<file path="src/hdl/rita_pkg.sv">
// ----------------------------------------------------------------------------
// rita_pkg: shared types and constants for the radix integer to ASCII block
// Holds the ASCII codes, the radix limits and the per-job control word that
// travels from the classifier to the conversion engine.
// ----------------------------------------------------------------------------
package rita_pkg;

	localparam logic [5:0] BASE_MIN       = 6'd2;
	localparam logic [5:0] BASE_MAX       = 6'd36;
	localparam logic [5:0] DECIMAL_DIGITS = 6'd10;
	localparam logic [7:0] ASCII_ZERO     = 8'd48;
	localparam logic [7:0] ASCII_LETTER   = 8'd55; // 'A' minus ten
	localparam logic [7:0] ASCII_MINUS    = 8'd45;
	localparam int         BITS_PER_STEP  = 8;

	typedef struct packed {
		logic       negative;
		logic [5:0] base;
	} job_ctrl_t;

	function automatic logic [7:0] digit_char(input logic [5:0] d);
		logic [7:0] code;
		if (d < DECIMAL_DIGITS) begin
			code = ASCII_ZERO + {2'b00, d};
		end else begin
			code = ASCII_LETTER + {2'b00, d};
		end
		return code;
	endfunction

endpackage

</file>
<file path="src/hdl/radix_integer_to_ascii.sv">
// One job at a time in the divider, which produces 8 quotient bits per cycle.
// A two-entry queue keeps taking input while the engine works, until it is full.
// Reset: arst_n clears the queue and the engine's control state asynchronously.
// ----------------------------------------------------------------------------
// radix_integer_to_ascii: integer to ASCII digit string in a chosen radix
// Emits one character per transfer, most significant digit first, with a
// leading minus for negative signed values and last set on the final one.
// ----------------------------------------------------------------------------
module radix_integer_to_ascii #(
	parameter int VALUE_WIDTH = 32
) (
	input  logic                   clk,
	input  logic                   arst_n,
	input  logic                   in_valid,
	output logic                   in_stall,
	input  logic [VALUE_WIDTH-1:0] value,
	input  logic [5:0]             base,
	input  logic                   kind,
	output logic                   out_valid,
	input  logic                   out_stall,
	output logic [7:0]             character,
	output logic                   last
);

	logic                   push_valid;
	logic                   push_full;
	rita_pkg::job_ctrl_t    push_ctrl;
	logic [VALUE_WIDTH-1:0] push_mag;
	logic                   pop_valid;
	logic                   pop_stall;
	rita_pkg::job_ctrl_t    pop_ctrl;
	logic [VALUE_WIDTH-1:0] pop_mag;

	rita_front #(.VALUE_WIDTH(VALUE_WIDTH)) u_front (
		.in_valid   (in_valid),
		.in_stall   (in_stall),
		.value      (value),
		.base       (base),
		.kind       (kind),
		.push_valid (push_valid),
		.push_full  (push_full),
		.push_ctrl  (push_ctrl),
		.push_mag   (push_mag)
	);

	rita_queue #(.VALUE_WIDTH(VALUE_WIDTH)) u_queue (
		.clk        (clk),
		.arst_n     (arst_n),
		.push_valid (push_valid),
		.push_full  (push_full),
		.push_ctrl  (push_ctrl),
		.push_mag   (push_mag),
		.pop_valid  (pop_valid),
		.pop_stall  (pop_stall),
		.pop_ctrl   (pop_ctrl),
		.pop_mag    (pop_mag)
	);

	rita_back #(.VALUE_WIDTH(VALUE_WIDTH)) u_back (
		.clk       (clk),
		.arst_n    (arst_n),
		.pop_valid (pop_valid),
		.pop_stall (pop_stall),
		.pop_ctrl  (pop_ctrl),
		.pop_mag   (pop_mag),
		.out_valid (out_valid),
		.out_stall (out_stall),
		.character (character),
		.last      (last)
	);

endmodule

</file>
<file path="src/hdl/rita_front.sv">
// ----------------------------------------------------------------------------
// rita_front: input classifier
// Clamps the radix into range, detects a negative signed value and forms its
// magnitude, then hands the job to the queue.
// ----------------------------------------------------------------------------
module rita_front #(
	parameter int VALUE_WIDTH = 32
) (
	input  logic                   in_valid,
	output logic                   in_stall,
	input  logic [VALUE_WIDTH-1:0] value,
	input  logic [5:0]             base,
	input  logic                   kind,
	output logic                   push_valid,
	input  logic                   push_full,
	output rita_pkg::job_ctrl_t    push_ctrl,
	output logic [VALUE_WIDTH-1:0] push_mag
);

	logic negative;

	assign negative   = kind & value[VALUE_WIDTH-1];
	assign push_valid = in_valid;
	assign in_stall   = push_full;

	always_comb begin
		push_ctrl.negative = negative;
		if (base < rita_pkg::BASE_MIN) begin
			push_ctrl.base = rita_pkg::BASE_MIN;
		end else if (base > rita_pkg::BASE_MAX) begin
			push_ctrl.base = rita_pkg::BASE_MAX;
		end else begin
			push_ctrl.base = base;
		end
		// the most negative value negates to itself, which is 2^(W-1) unsigned
		push_mag = negative ? (~value + {{(VALUE_WIDTH-1){1'b0}}, 1'b1}) : value;
	end

endmodule

</file>
<file path="src/hdl/rita_queue.sv">
// ----------------------------------------------------------------------------
// rita_queue: two-entry job queue
// Decouples the classifier from the conversion engine: jobs wait here until
// the engine takes them, and input is held only when both entries are full.
// ----------------------------------------------------------------------------
module rita_queue #(
	parameter int VALUE_WIDTH = 32
) (
	input  logic                   clk,
	input  logic                   arst_n,
	input  logic                   push_valid,
	output logic                   push_full,
	input  rita_pkg::job_ctrl_t    push_ctrl,
	input  logic [VALUE_WIDTH-1:0] push_mag,
	output logic                   pop_valid,
	input  logic                   pop_stall,
	output rita_pkg::job_ctrl_t    pop_ctrl,
	output logic [VALUE_WIDTH-1:0] pop_mag
);

	localparam int ENTRY_W = VALUE_WIDTH + $bits(rita_pkg::job_ctrl_t);

	logic [ENTRY_W-1:0] entry_q [2];
	logic               wr_ptr_q;
	logic               rd_ptr_q;
	logic [1:0]         count_q;
	logic               push_xfer;
	logic               pop_xfer;

	assign push_full = (count_q == 2'd2);
	assign pop_valid = (count_q != 2'd0);
	assign push_xfer = push_valid && !push_full;
	assign pop_xfer  = pop_valid && !pop_stall;
	assign {pop_ctrl, pop_mag} = entry_q[rd_ptr_q];

	always_ff @(posedge clk) begin
		if (push_xfer) begin
			entry_q[wr_ptr_q] <= {push_ctrl, push_mag};
		end
	end

	always_ff @(posedge clk or negedge arst_n) begin
		if (!arst_n) begin
			wr_ptr_q <= 1'b0;
			rd_ptr_q <= 1'b0;
			count_q  <= 2'd0;
		end else begin
			if (push_xfer) begin
				wr_ptr_q <= ~wr_ptr_q;
			end
			if (pop_xfer) begin
				rd_ptr_q <= ~rd_ptr_q;
			end
			case ({push_xfer, pop_xfer})
				2'b10:   count_q <= count_q + 2'd1;
				2'b01:   count_q <= count_q - 2'd1;
				default: count_q <= count_q;
			endcase
		end
	end

endmodule

</file>
<file path="src/hdl/rita_back.sv">
// ----------------------------------------------------------------------------
// rita_back: conversion engine
// Divides the magnitude by the radix eight quotient bits per cycle, stores
// the digits least significant first, then sends the sign and the digits
// most significant first.
// ----------------------------------------------------------------------------
module rita_back #(
	parameter int VALUE_WIDTH = 32
) (
	input  logic                   clk,
	input  logic                   arst_n,
	input  logic                   pop_valid,
	output logic                   pop_stall,
	input  rita_pkg::job_ctrl_t    pop_ctrl,
	input  logic [VALUE_WIDTH-1:0] pop_mag,
	output logic                   out_valid,
	input  logic                   out_stall,
	output logic [7:0]             character,
	output logic                   last
);

	localparam int NSTEP = (VALUE_WIDTH + rita_pkg::BITS_PER_STEP - 1) / rita_pkg::BITS_PER_STEP;
	localparam int DW    = NSTEP * rita_pkg::BITS_PER_STEP;
	localparam int CNT_W = (NSTEP > 1) ? $clog2(NSTEP) : 1;
	localparam int AW    = $clog2(VALUE_WIDTH);

	localparam logic [1:0] S_IDLE  = 2'd0;
	localparam logic [1:0] S_DIV   = 2'd1;
	localparam logic [1:0] S_FETCH = 2'd2;
	localparam logic [1:0] S_SHOW  = 2'd3;

	logic [1:0]       state_q;
	logic [DW-1:0]    v_q;
	logic [5:0]       base_q;
	logic             neg_q;
	logic [5:0]       rem_q;
	logic [CNT_W-1:0] cnt_q;
	logic [AW-1:0]    wr_q;
	logic [AW-1:0]    rd_q;
	logic [7:0]       char_q;
	logic             last_q;
	logic [7:0]       digit_mem [VALUE_WIDTH];

	logic [5:0]       rem_nxt;
	logic [6:0]       trial;
	logic [7:0]       qbits;
	logic [DW-1:0]    v_nxt;
	logic             digit_end;
	logic             div_done;
	logic             out_xfer;

	assign pop_stall = (state_q != S_IDLE);
	assign out_valid = (state_q == S_SHOW);
	assign character = char_q;
	assign last      = last_q;
	assign out_xfer  = out_valid && !out_stall;

	// restoring division, one quotient bit per step
	always_comb begin
		rem_nxt = rem_q;
		trial   = 7'd0;
		qbits   = 8'd0;
		for (int i = 0; i < rita_pkg::BITS_PER_STEP; i++) begin
			trial = {rem_nxt, v_q[DW-1-i]};
			if (trial >= {1'b0, base_q}) begin
				trial    = trial - {1'b0, base_q};
				qbits[7-i] = 1'b1;
			end
			rem_nxt = trial[5:0];
		end
		v_nxt     = (v_q << rita_pkg::BITS_PER_STEP) | DW'(qbits);
		digit_end = (cnt_q == CNT_W'(NSTEP - 1));
		div_done  = digit_end && (v_nxt == '0);
	end

	// digit store and output character register
	always_ff @(posedge clk) begin
		if (state_q == S_DIV && digit_end) begin
			digit_mem[wr_q] <= rita_pkg::digit_char(rem_nxt);
		end
		if (state_q == S_DIV && div_done && neg_q) begin
			char_q <= rita_pkg::ASCII_MINUS;
		end else if (state_q == S_FETCH) begin
			char_q <= digit_mem[rd_q];
		end
	end

	always_ff @(posedge clk or negedge arst_n) begin
		if (!arst_n) begin
			state_q <= S_IDLE;
			v_q     <= '0;
			base_q  <= rita_pkg::BASE_MIN;
			neg_q   <= 1'b0;
			rem_q   <= 6'd0;
			cnt_q   <= '0;
			wr_q    <= '0;
			rd_q    <= '0;
			last_q  <= 1'b0;
		end else begin
			unique case (state_q)
				S_IDLE: begin
					if (pop_valid) begin
						v_q     <= DW'(pop_mag);
						base_q  <= pop_ctrl.base;
						neg_q   <= pop_ctrl.negative;
						rem_q   <= 6'd0;
						cnt_q   <= '0;
						wr_q    <= '0;
						state_q <= S_DIV;
					end
				end
				S_DIV: begin
					v_q <= v_nxt;
					if (!digit_end) begin
						rem_q <= rem_nxt;
						cnt_q <= cnt_q + CNT_W'(1);
					end else begin
						rem_q <= 6'd0;
						cnt_q <= '0;
						if (div_done) begin
							rd_q <= wr_q;
							if (neg_q) begin
								last_q  <= 1'b0;
								state_q <= S_SHOW;
							end else begin
								state_q <= S_FETCH;
							end
						end else begin
							wr_q <= wr_q + AW'(1);
						end
					end
				end
				S_FETCH: begin
					last_q  <= (rd_q == '0);
					rd_q    <= rd_q - AW'(1);
					state_q <= S_SHOW;
				end
				S_SHOW: begin
					if (out_xfer) begin
						state_q <= last_q ? S_IDLE : S_FETCH;
					end
				end
				default: state_q <= S_IDLE;
			endcase
		end
	end

`ifndef ASSERT_OFF
	a_base_range: assert property (@(posedge clk) disable iff (!arst_n)
		state_q == S_DIV |-> base_q >= rita_pkg::BASE_MIN && base_q <= rita_pkg::BASE_MAX)
		else $error("radix out of range during division");

	a_rem_below_base: assert property (@(posedge clk) disable iff (!arst_n)
		state_q == S_DIV |-> rem_q < base_q)
		else $error("partial remainder not below radix");

	a_last_ends_job: assert property (@(posedge clk) disable iff (!arst_n)
		out_xfer && last_q |=> state_q == S_IDLE)
		else $error("engine busy after final character");

	a_minus_not_last: assert property (@(posedge clk) disable iff (!arst_n)
		out_valid && char_q == rita_pkg::ASCII_MINUS |-> !last_q)
		else $error("minus sign flagged as final character");
`endif

endmodule
</file>
<file path="config.mk">
export PLATFORM = sky130hd
export DESIGN_NAME = radix_integer_to_ascii
export DESIGN_NICKNAME = d
export VERILOG_FILES = /design/src/hdl/rita_pkg.sv /design/src/hdl/radix_integer_to_ascii.sv /design/src/hdl/rita_front.sv /design/src/hdl/rita_queue.sv /design/src/hdl/rita_back.sv
export SDC_FILE = /design/constraint.sdc
export NUM_CORES = 1
export LEC_CHECK = 0
export BUFFER_PORTS_ARGS = -buffer_cell sky130_fd_sc_hd__buf_2
export CAP_MARGIN = 20
export CORE_UTILIZATION = 50
export CTS_CLUSTER_DIAMETER = 100
export DETAILED_ROUTE_END_ITERATION = 10
export GPL_ROUTABILITY_DRIVEN = 1
export GPL_TIMING_DRIVEN = 0
export PLACE_DENSITY_LB_ADDON = 0.1
export SYNTH_ARGS = -nofsm -noshare
export SYNTH_HDL_FRONTEND = slang
export SYNTH_HIERARCHICAL = 1
export SYNTH_SLANG_ARGS = --single-unit
</file>
<file path="constraint.sdc">
create_clock -name clk -period 48.1 [get_ports clk]
set_input_delay 9.62 -clock clk [delete_from_list [all_inputs] [get_ports clk]]
set_output_delay 9.62 -clock clk [all_outputs]
set_load 0.03 [all_outputs]
</file>
======== Yosys cells after proc, flatten, opt, wreduce, memory -nomap -nowiden ========
Memory sizes are Yosys's and may differ from the RTL's. A register that Yosys moved wholly into a read port is not among the register bits.
Index checks and enable logic that the tools add are counted.
cells by class
  bitwise gates (word level) .............. 5
  $add $sub $neg .......................... 16
  multiplexer cells ....................... 52
  equality and inequality tests ........... 13
  magnitude comparators ................... 11
  reductions and logical operators ........ 24
operators by type and width
  kind                                                   number
  two-way mux 6 bit                                      12
  two-way mux 32 bit                                     2
  one-hot mux 32 bit (2 select lines)                    1
  greater-or-equal comparator 7 x 6 -> 1 bit             8
  subtractor 6 bit                                       8
  adder 32 x 1 -> 32 bit (second input constant)         1
  zero test 32 bit                                       1
  inverter 32 bit                                        1
  OR 32 x 8 -> 32 bit                                    1
  two-way mux 5 bit                                      5
  one-hot mux 5 bit (2 select lines)                     2
  two-way mux 1 bit                                      16
  two-way mux 8 bit                                      2
  adder 6 x 6 -> 7 bit (first input constant)            2
  two-way mux 2 bit                                      7
  one-hot mux 6 bit (2 select lines)                     1
  AND reduction 4 bit                                    3
  equality test 2 bit (second input constant)            5
  nonzero test 2 bit                                     5
  one-hot mux 2 bit (2 select lines)                     2
  one-hot mux 2 bit (4 select lines)                     1
  logical AND 1 bit                                      7
  greater-than comparator 6 bit (second input constant)  1
  < comparator 6 x 2 -> 1 bit (second input constant)    1
  16 further kinds                                       26
word-level totals
  memories kept ........................... 2
  input port bits ......................... 43
  memory bits (writable) .................. 334
  register bits after elaboration ......... 64
memories
  name              depth  bits a word  rd ports  clocked after memory_dff  write ports  RTL line          RTL
  u_back.digit_mem  32     8            1         1                         1            rita_back.sv:42   logic [7:0] digit_mem [VALUE_WIDTH];
  u_queue.entry_q   2      39           1         0                         1            rita_queue.sv:23  logic [ENTRY_W-1:0] entry_q [2];

======== Logic depth before layout (Yosys ltp) ========
Gate-level depths: netlist (run 1).
  depth in word-level cells ............... 22
  depth in mapped cells ................... 89

======== Modules after synthesis ========
The synthesis (run 1) kept the hierarchy.
modules (own cells, without submodules)
  module      area each (µm²)  seq. area each (µm²)  instances  cells an instance
  rita_back   14914.3          8369.3                1          1217
  rita_queue  3015.4           2442.3                1          139
  rita_front  853.3            0.0                   1          130

======== Least setup slack after synthesis (run 1) ========
Ideal clock, no wire load.
  path kind ............................... register -> register
  start ................................... reg u_back.base_q[1]
  end ..................................... mem u_back.digit_mem[0][1], data pin
  path slack .............................. 29.796 ns
  cell stages (with the launch flop) ...... 83
  period minus slack after synthesis ...... 18.304 ns
  arrival time ............................ 17.919 ns
  library setup time ...................... 0.385 ns
  required time ........................... 47.715 ns
  cell sequence ........................... dfstp_2 -> inv_1 -> ha_1 -> a21oi_1 -> o21ai_0 -> a21boi_2 -> mux2_2 -> ha_1 -> a21o_1 -> a221o_1 -> a41oi_1 -> and3_1 -> clkbuf_1 -> clkbuf_1 -> mux2_2 -> ha_1 -> o21a_1 -> nor2_1 -> [47 not listed] -> o21ai_0 -> inv_1 -> ha_1 -> nor2b_1 -> o21ai_0 -> a21boi_0 -> o21ai_0 -> a31oi_1 -> or2_2 -> or3_1 -> buf_2 -> o21a_4 -> mux2_2 -> inv_1 -> ha_1 -> inv_1 -> a21oi_2 -> mux2i_1
on the way
  word-level cells in the longest chain between the ends .. 19
RTL lines
  item                                                                            RTL line                          RTL
  start, declared                                                                 rita_back.sv:34                   logic [5:0] base_q;
  start signal, assigned                                                          rita_back.sv:92                   base_q <= rita_pkg::BASE_MIN;
  start signal, assigned                                                          rita_back.sv:104                  base_q <= pop_ctrl.base;
  subtractor 6 bit or greater-or-equal comparator 7 x 6 -> 1 bit (tied branches)  rita_back.sv:66, rita_back.sv:65
  two-way mux 6 bit                                                               rita_back.sv:65                   if (trial >= {1'b0, base_q}) begin
  subtractor 6 bit or greater-or-equal comparator 7 x 6 -> 1 bit (tied branches)  rita_back.sv:66, rita_back.sv:65
  two-way mux 6 bit                                                               rita_back.sv:65
  subtractor 6 bit or greater-or-equal comparator 7 x 6 -> 1 bit (tied branches)  rita_back.sv:66, rita_back.sv:65
  two-way mux 6 bit                                                               rita_back.sv:65
  subtractor 6 bit or greater-or-equal comparator 7 x 6 -> 1 bit (tied branches)  rita_back.sv:66, rita_back.sv:65
  two-way mux 6 bit                                                               rita_back.sv:65
  [3 not listed]                                                                  --
  two-way mux 6 bit                                                               rita_back.sv:65
  subtractor 6 bit or greater-or-equal comparator 7 x 6 -> 1 bit (tied branches)  rita_back.sv:66, rita_back.sv:65
  two-way mux 6 bit                                                               rita_back.sv:65
  greater-or-equal comparator 7 x 6 -> 1 bit or subtractor 6 bit (tied branches)  rita_back.sv:65, rita_back.sv:66
  two-way mux 6 bit *                                                             rita_back.sv:65
  adder 6 x 6 -> 7 bit, or another cell as far along                              rita_pkg.sv:26                    code = ASCII_LETTER + {2'b00, d};
  two-way mux 8 bit *                                                             rita_pkg.sv:23                    if (d < DECIMAL_DIGITS) begin
  two-way mux 8 bit *                                                             rita_back.sv:78                   if (state_q == S_DIV && digit_end) begin
  end, declared                                                                   rita_back.sv:42
Every way passes the cells marked *; elsewhere a longest branch is shown, timed or not. The select of a mux whose other input is x is not followed.

======== Worst setup path after layout (run 1) ========
  start ................................... reg u_back.base_q[1]
  end ..................................... mem u_back.digit_mem[5][2], data pin
on the way
  word-level cells in the longest chain between the ends .. 19
RTL lines
  item                                                                            RTL line
  subtractor 6 bit or greater-or-equal comparator 7 x 6 -> 1 bit (tied branches)  rita_back.sv:66, rita_back.sv:65
  two-way mux 6 bit                                                               rita_back.sv:65
  subtractor 6 bit or greater-or-equal comparator 7 x 6 -> 1 bit (tied branches)  rita_back.sv:66, rita_back.sv:65
  two-way mux 6 bit                                                               rita_back.sv:65
  subtractor 6 bit or greater-or-equal comparator 7 x 6 -> 1 bit (tied branches)  rita_back.sv:66, rita_back.sv:65
  two-way mux 6 bit                                                               rita_back.sv:65
  subtractor 6 bit or greater-or-equal comparator 7 x 6 -> 1 bit (tied branches)  rita_back.sv:66, rita_back.sv:65
  two-way mux 6 bit                                                               rita_back.sv:65
  [3 not listed]                                                                  --
  two-way mux 6 bit                                                               rita_back.sv:65
  subtractor 6 bit or greater-or-equal comparator 7 x 6 -> 1 bit (tied branches)  rita_back.sv:66, rita_back.sv:65
  two-way mux 6 bit                                                               rita_back.sv:65
  subtractor 6 bit or greater-or-equal comparator 7 x 6 -> 1 bit (tied branches)  rita_back.sv:66, rita_back.sv:65
  two-way mux 6 bit *                                                             rita_back.sv:65
  adder 6 x 6 -> 7 bit, or another cell as far along                              rita_pkg.sv:26
  two-way mux 8 bit *                                                             rita_pkg.sv:23
  two-way mux 8 bit *                                                             rita_back.sv:78
Marked as above.

==> results of run 1 <==
worst max path at each step:
stage,start,to,slack (ns)
floorplan,u_back/base_q[1],u_back/digit_mem[0][1],29.80
global placement,u_back/base_q[1],u_back/digit_mem[18][1],25.23
detailed placement,u_back/base_q[1],u_back/digit_mem[18][2],26.34
CTS,u_back/base_q[1],u_back/digit_mem[20][2],26.29
global route,u_back/base_q[1],u_back/digit_mem[5][2],24.60
finish,u_back/base_q[1],u_back/digit_mem[5][2],26.25
layout make-up:
type	instances	area [µm²]	area share (%)
Multi-Input combinational cell	986	7500	35.4
Clock inverter	18	241	1.14
Tap cell	468	586	2.76
Timing Repair Buffer	59	397	1.87
Sequential cell	373	10800	51.0
Buffer	69	319	1.51
Inverter	58	218	1.03
Clock buffer	56	1110	5.26
routing by layer:
metal | vias up | track usage, % | part of all wire [%]
met5 | - | 0 | 0
met4 | 0 | 9.52 | 3.7
met3 | 95 | 2.94 | 4.4
met2 | 371 | 40.1 | 49
met1 | 6120 | 31.7 | 43
li1 | 5856 | - | -
stage by stage:
| stage | setup slack (ns) | hold slack [ns] |
|---|---|---|
| 3_3_place_gp | 25.23 | 0.459 |
| 4_1_cts | 26.29 | 0.489 |
| 2_1_floorplan | 29.80 | 0.456 |
| 3_5_place_dp | 26.34 | 0.469 |
| 5_1_grt | 24.60 | 0.501 |
| 6_report | 26.25 | 0.482 |
sequential cells by signal, summed over array words and instances (netlist names):
name / count
u_back/base_q: 6
u_back/character: 7
u_back/cnt_q: 2
u_back/digit_mem: 224
u_back/last: 1
u_back/neg_q: 1
u_back/rd_q: 5
u_back/rem_q: 6
u_back/state_q: 2
u_back/v_q: 32
u_back/wr_q: 5
u_queue/count_q: 2
u_queue/entry_q: 78
u_queue/rd_ptr_q: 1
u_queue/wr_ptr_q: 1
placed cells by master, fill, tap and decap left out, types with 14 or more instances in the layout:
master                        n
sky130_fd_sc_hd__edfxtp_1   302
sky130_fd_sc_hd__nor2_1     124
sky130_fd_sc_hd__nand2_1    112
sky130_fd_sc_hd__o21ai_0     76
sky130_fd_sc_hd__dfrtp_1     63
sky130_fd_sc_hd__ha_1        60
sky130_fd_sc_hd__inv_1       58
sky130_fd_sc_hd__mux2i_1     58
sky130_fd_sc_hd__clkbuf_1    56
sky130_fd_sc_hd__buf_2       56
sky130_fd_sc_hd__mux2_2      56
sky130_fd_sc_hd__a21oi_1     48
sky130_fd_sc_hd__clkbuf_16   42
sky130_fd_sc_hd__xnor2_1     39
sky130_fd_sc_hd__mux4_2      31
sky130_fd_sc_hd__a31oi_1     27
sky130_fd_sc_hd__o221ai_1    27
sky130_fd_sc_hd__nor2b_1     23
sky130_fd_sc_hd__nand3_1     22
sky130_fd_sc_hd__xor2_1      20
sky130_fd_sc_hd__nor3_1      18
sky130_fd_sc_hd__or3_1       16
sky130_fd_sc_hd__a21o_1      14
sky130_fd_sc_hd__o22ai_1     14
critical path: cells and delay by family, from the launching register on:
kind	cells	cell delay [ns]
XOR/XNOR	1	0.78
adder cells (fa/ha/maj)	9	2.83
flip-flops	1	0.80
AO/OA/AOI/OAI	39	9.73
multiplexers	3	1.23
AND/OR/NAND/NOR	18	3.85
buffers and inverters	11	2.28
kinds of logic after synthesis:
family                   count (synthesis)  share of synthesized area, %
AND/OR/NAND/NOR                        396                          10.2
flip-flops                             373                          57.6
AO/OA/AOI/OAI                          312                          11.4
multiplexers                           146                          10.2
buffers and inverters                  127                          2.86
adder cells (fa/ha/maj)                 69                          4.90
XOR/XNOR                                62                          2.89
other                                    1                        0.0200
==> key figures, run 1 <==
Placement
  • Detailed Place HPWL: 32800 µm
  • Post-place instance area: 19800 µm²
  • Final weighted congestion of routability-driven global placement: 0.866
  • Instance count after placement with tap cells included: 2012
  • Count of input and output buffers: 51

Synth
  • Number of enable-type register cells in the synthesized netlist: 302
  • Syn avg cell area: 12.6 µm²
  • Synthesis warning total: 6
  • Library cell with the largest summed area after synthesis: sky130_fd_sc_hd__edfxtp_1
  • Netlist Area Pre-Place: 18800 µm²
  • Dominant synthesized flop cell: sky130_fd_sc_hd__edfxtp_1
  • Seq/Total Area, Yosys: 57.6%
  • Synth cell count leaders: 302 x sky130_fd_sc_hd__edfxtp_1, 125 x sky130_fd_sc_hd__nor2_1, 112 x sky130_fd_sc_hd__nand2_1, 76 x sky130_fd_sc_hd__o21ai_0, 63 x sky130_fd_sc_hd__dfrtp_1
  • Total nets after synthesis: 1597
  • Cell with the most instances after synthesis: sky130_fd_sc_hd__edfxtp_1
  • Gate Count Post-Synth: 1486
  • Number of flip-flops and latches in the synthesized netlist: 373
  • Asr flop ratio synth: 17.2%
  • Synth area leaders: sky130_fd_sc_hd__edfxtp_1 48%, sky130_fd_sc_hd__dfrtp_1 8.4%, sky130_fd_sc_hd__ha_1 4.0%
  • Number of distinct library cells after synthesis: 84
  • Fraction of post-synthesis cell area in the top cell type by area: 48.3%

Routing
  • DR pass1 iterations: 5
  • Number of design rule violations left after detail routing: 0
  • Routed wire length per instance: 21.6 µm
  • Detail-routed via count per cell: 5.96
  • Detailed Route Iter0 Violations: 953
  • Post-Route WL: 45100 µm
  • Antenna-violating nets left: 0
  • Total via count in the routed design: 12442

Finish
  • Final standard cell utilization of the core: 57.6%
  • Number of nets in the final layout: 1698
  • Layout Cell Area excl Fill: 21200 µm²
  • Proportion of layout cells with a drive suffix above 1: 15.4%
  • Final antenna diode count: 0
  • Layout-stage area growth over the synthesis result: 12.8%
  • Final std cells w/o fill: 2087
  • Filler cell count in the final layout: 3013

Global routing
  • Pin count of the biggest net entering global routing: 65
  • Overall Global Routing Usage: 23.9%
  • Grt ovf: 0
  • First-pass GRT wire length: 70100 µm
  • Initial antenna violation count: 0
  • Via count of the first global-routing pass: 12254

Critical path
  • Maximum cell stage delay along the critical path: 0.80 ns
  • Most common cell type on the critical path: sky130_fd_sc_hd__ha_1
  • Worst path arrival time: 22.05 ns
  • Largest fanout on the critical path: 32
  • Reg2reg end: u_back/digit_mem[5][2]
  • Element type at the critical path end: flop
  • Critical path startpoint category: flop
  • R2r setup slk: 26.25 ns
  • Req. time, crit path: 48.30 ns
  • R2r worst-path depth: 81
  • Cell at the slowest stage of the critical path: sky130_fd_sc_hd__dfstp_2
  • Reg-to-reg startpoint: u_back/base_q[1]
  • Worst setup path category: flop to flop

Timing
  • RSZ-0062 raised after global routing: no
  • Share of the cycle needed by the critical path after routing: 45.4%
  • Least-Margin Pin Slew: 0.977 ns
  • Final TNS setup: 0 ns
  • Final setup viols: 0
  • Crit path time final: 21.85 ns
  • Slew headroom: 34.9%
  • Max Transition Viols Final: 0
  • Final Hold Vio Count: 0
  • Maximum frequency from static timing analysis: 45.8 MHz
  • Worst Skew: 0.0192 ns

Clock network
  • Clock insertion delay at the later pin of the skew report: 0.54 ns
  • Number of sinks driven by the clock tree: 373
  • Master cell of the clock root buffer: sky130_fd_sc_hd__clkbuf_16
  • Total of hold buffers inserted after clock tree synthesis: 0
  • # H-tree levels: 2
  • Number of buffers inserted to repair setup after CTS: 0
  • Deepest clock path buffer count: 3
  • CTS tree: built
  • Number of gates given a new drive strength after cts: 0
  • Clock-pin slew reported for the worst setup and hold paths after clock tree synthesis: 0.05 ns
  • Total CTS buffers: 40

Floorplan
  • Core area: 36800 µm²
  • Die outline area: 38300 µm²
  • Top-Level Pins: 54
  • Die span in y: 196 µm
  • Initial Util: 51.1%
  • Floorplan row count: 70
  • Width of the die: 196 µm

Worst hold path
  • Worst hold endpoint: u_back/character[2]
  • Depth of the worst hold-timing path: 2
  • Worst hold-check path type: flop to flop
  • HP Start: u_back/character[2]

Status
  • Status: complete, no violations

Run
  • Max-Cap Viols: 0
Power of run 1 is not shown: default switching activity piles up to over one toggle a cycle in this logic, so the estimate is an artifact.
==> run 2: changes to the inputs <==
==> constraint.sdc (replaced) <==
create_clock -name clk -period 20.4 [get_ports clk]
set_input_delay 4.08 -clock clk [delete_from_list [all_inputs] [get_ports clk]]
set_output_delay 4.08 -clock clk [all_outputs]
set_load 0.03 [all_outputs]
==> run 2 against run 1 <==
Worst hold slack better by 0.0015 ns. Clock-buffer cell count stayed put. Critical path type unchanged. Register-to-register slack got worse by 25 ns.
==> key figures, run 2 (synthesis results as in run 1) <==
Status
  • Status: complete, no violations

Placement
  • Final weighted congestion of routability-driven global placement: 0.866
  • Count of input and output buffers: 51
  • Detailed Place HPWL: 32800 µm

Critical path
  • Kind of cell adding the most delay to the critical path: compound AO/OA/AOI/OAI gates
  • Worst setup path end: u_back/digit_mem[15][2]
  • Req. time, crit path: 20.68 ns
  • Critical path launch point: u_back/base_q[1]
  • Element type at the critical path end: flop
  • Most common cell type on the critical path: sky130_fd_sc_hd__ha_1
  • Crit path depth: 82
  • Maximum cell stage delay along the critical path: 0.68 ns
  • Worst path arrival time: 19.44 ns
  • R2r worst-path depth: 82
  • Worst setup path category: flop to flop
  • Number of buffer and inverter stages on the critical path: 12
  • Critical path startpoint category: flop
  • Cell at the slowest stage of the critical path: sky130_fd_sc_hd__dfstp_4
  • R2r setup slk: 1.24 ns
  • Largest fanout on the critical path: 10
  • Reg-to-reg startpoint: u_back/base_q[1]
  • Reg2reg end: u_back/digit_mem[15][2]

Floorplan
  • Die span in y: 196 µm
  • Top-Level Pins: 54
  • Core area: 36800 µm²
  • Die outline area: 38300 µm²
  • Initial Util: 51.1%
  • Floorplan row count: 70
  • Width of the die: 196 µm

Clock network
  • CTS tree: built
  • Master cell of the clock root buffer: sky130_fd_sc_hd__clkbuf_16
  • Clock-pin slew reported for the worst setup and hold paths after clock tree synthesis: 0.06 ns
  • Total CTS buffers: 40
  • Deepest clock path buffer count: 3
  • Clock insertion delay at the later pin of the skew report: 0.55 ns
  • Number of sinks driven by the clock tree: 373
  • # H-tree levels: 2

Routing
  • Highest metal layer with signal wires: met4
  • Total via count in the routed design: 12545
  • Detailed route wirelength on metal3: 2010 µm
  • Number of design rule violations left after detail routing: 0
  • Detail-routed via count per cell: 5.96
  • DR pass1 iterations: 6
  • Antenna-violating nets left: 0
  • Detailed Route Iter0 Violations: 966
  • Routed length on met2: 22200 µm
  • Met1 wire length: 19800 µm
  • Routed wire length per instance: 21.7 µm
  • Post-Route WL: 45700 µm

Worst hold path
  • HP Start: u_back/character[2]
  • Worst hold-check path type: flop to flop

Finish
  • Proportion of layout cells with a drive suffix above 1: 17.8%
  • Number of nets in the final layout: 1717
  • Register ranked first by flip-flop count: u_back/digit_mem
  • Largest regs: u_back/digit_mem: 224 flops, u_queue/entry_q: 78 flops, u_back/v_q: 32 flops
  • Commonest non-fill, non-tap cells in the layout: 302 x sky130_fd_sc_hd__edfxtp_1, 124 x sky130_fd_sc_hd__nor2_1, 112 x sky130_fd_sc_hd__nand2_1
  • Filler cell count in the final layout: 2991
  • Final antenna diode count: 0
  • Layout-stage area growth over the synthesis result: 14.5%
  • Number of flip-flops under the largest register name: 224
  • Leading cell type in the layout, fill and taps excluded: sky130_fd_sc_hd__edfxtp_1

Timing
  • Final setup viols: 0
  • Maximum frequency from static timing analysis: 52.2 MHz
  • Max Transition Viols Final: 0
  • Final TNS setup: 0 ns
  • Worst Skew: 0.0199 ns
  • Share of the cycle needed by the critical path after routing: 93.9%
  • Slew headroom: 34.7%
  • Final Hold Vio Count: 0
  • Least-Margin Pin Slew: 0.961 ns
  • Crit path time final: 19.16 ns

Global routing
  • Grt ovf: 0
  • First-pass GRT wire length: 70800 µm
  • Overall Global Routing Usage: 24.2%
  • Pin count of the biggest net entering global routing: 65
  • Via count of the first global-routing pass: 12319
  • Initial antenna violation count: 0

Run
  • Max-Cap Viols: 0
-- run 2: changes by cell type in the layout (fill, tap and decap cells not counted), moves of 3 or more --
cell | before | now
sky130_fd_sc_hd__inv_1 | 58 | 55
sky130_fd_sc_hd__o21ai_0 | 76 | 73
sky130_fd_sc_hd__clkinvlp_4 | 0 | 3
sky130_fd_sc_hd__buf_12 | 2 | 5
sky130_fd_sc_hd__buf_4 | 11 | 28
-- run 2: worst min-delay path by stage --
stage,end,cells past startpoint,slack [ns]
global placement,u_back/character[5],2,0.46
finish,u_back/character[2],2,0.48
global route,u_back/character[0],2,0.50
floorplan,u_queue/count_q[1],1,0.46
CTS,u_back/character[0],2,0.49
detailed placement,u_back/character[0],2,0.47
-- run 2: layer usage --
layer  vias to the layer above  GRT usage (%)
met5                         -              0
met4                         0           9.66
met3                        99           3.32
met2                       346           40.5
met1                      6205           31.8
li1                       5895              -
-- run 2: timing repair --
item / in CTS / in global routing
gates resized for setup: 14 / 18
endpoints found under the setup margin: 226 / 250
hold buffers: 0 / 0
setup buffers: 11 / 9
gates cloned: 1 / 0
pin swaps: 3 / 2
-- run 2: cell type report --
type	instances	area, µm²	share of cell area (%)
repair buffers	78	557	2.59
inverters	58	229	1.06
well taps	468	586	2.72
plain buffers	68	317	1.47
clock buffers	56	1110	5.18
clock inverters	18	241	1.12
multi-input cells	987	7640	35.6
flip-flops and latches	373	10800	50.3
-- run 2: worst min-delay path, delay by kind of cell, from the launching register on --
kind	cells	cell delay [ns]
flops	1	0.32
compound gates	1	0.08
simple gates	1	0.06
-- run 2: per-stage QoR --
| step | hold slack [ns] | cell area (µm²) | cells | setup slack (ns) | utilization [%] |
|---|---|---|---|---|---|
| after floorplan | 0.456 | 18800 | 1486 | 2.10 | - |
| after global placement | 0.459 | 19600 | 2005 | -2.47 | 53.3 |
| after detailed placement | 0.469 | 19800 | 2012 | -1.36 | 53.8 |
| after CTS | 0.489 | 21400 | 2098 | 0.0143 | 58.1 |
| after global routing | 0.501 | 21500 | 2106 | -0.0433 | 58.5 |
| final | 0.484 | 21500 | 2106 | 1.24 | 58.5 |
Power of run 2 is left out for the same reason.
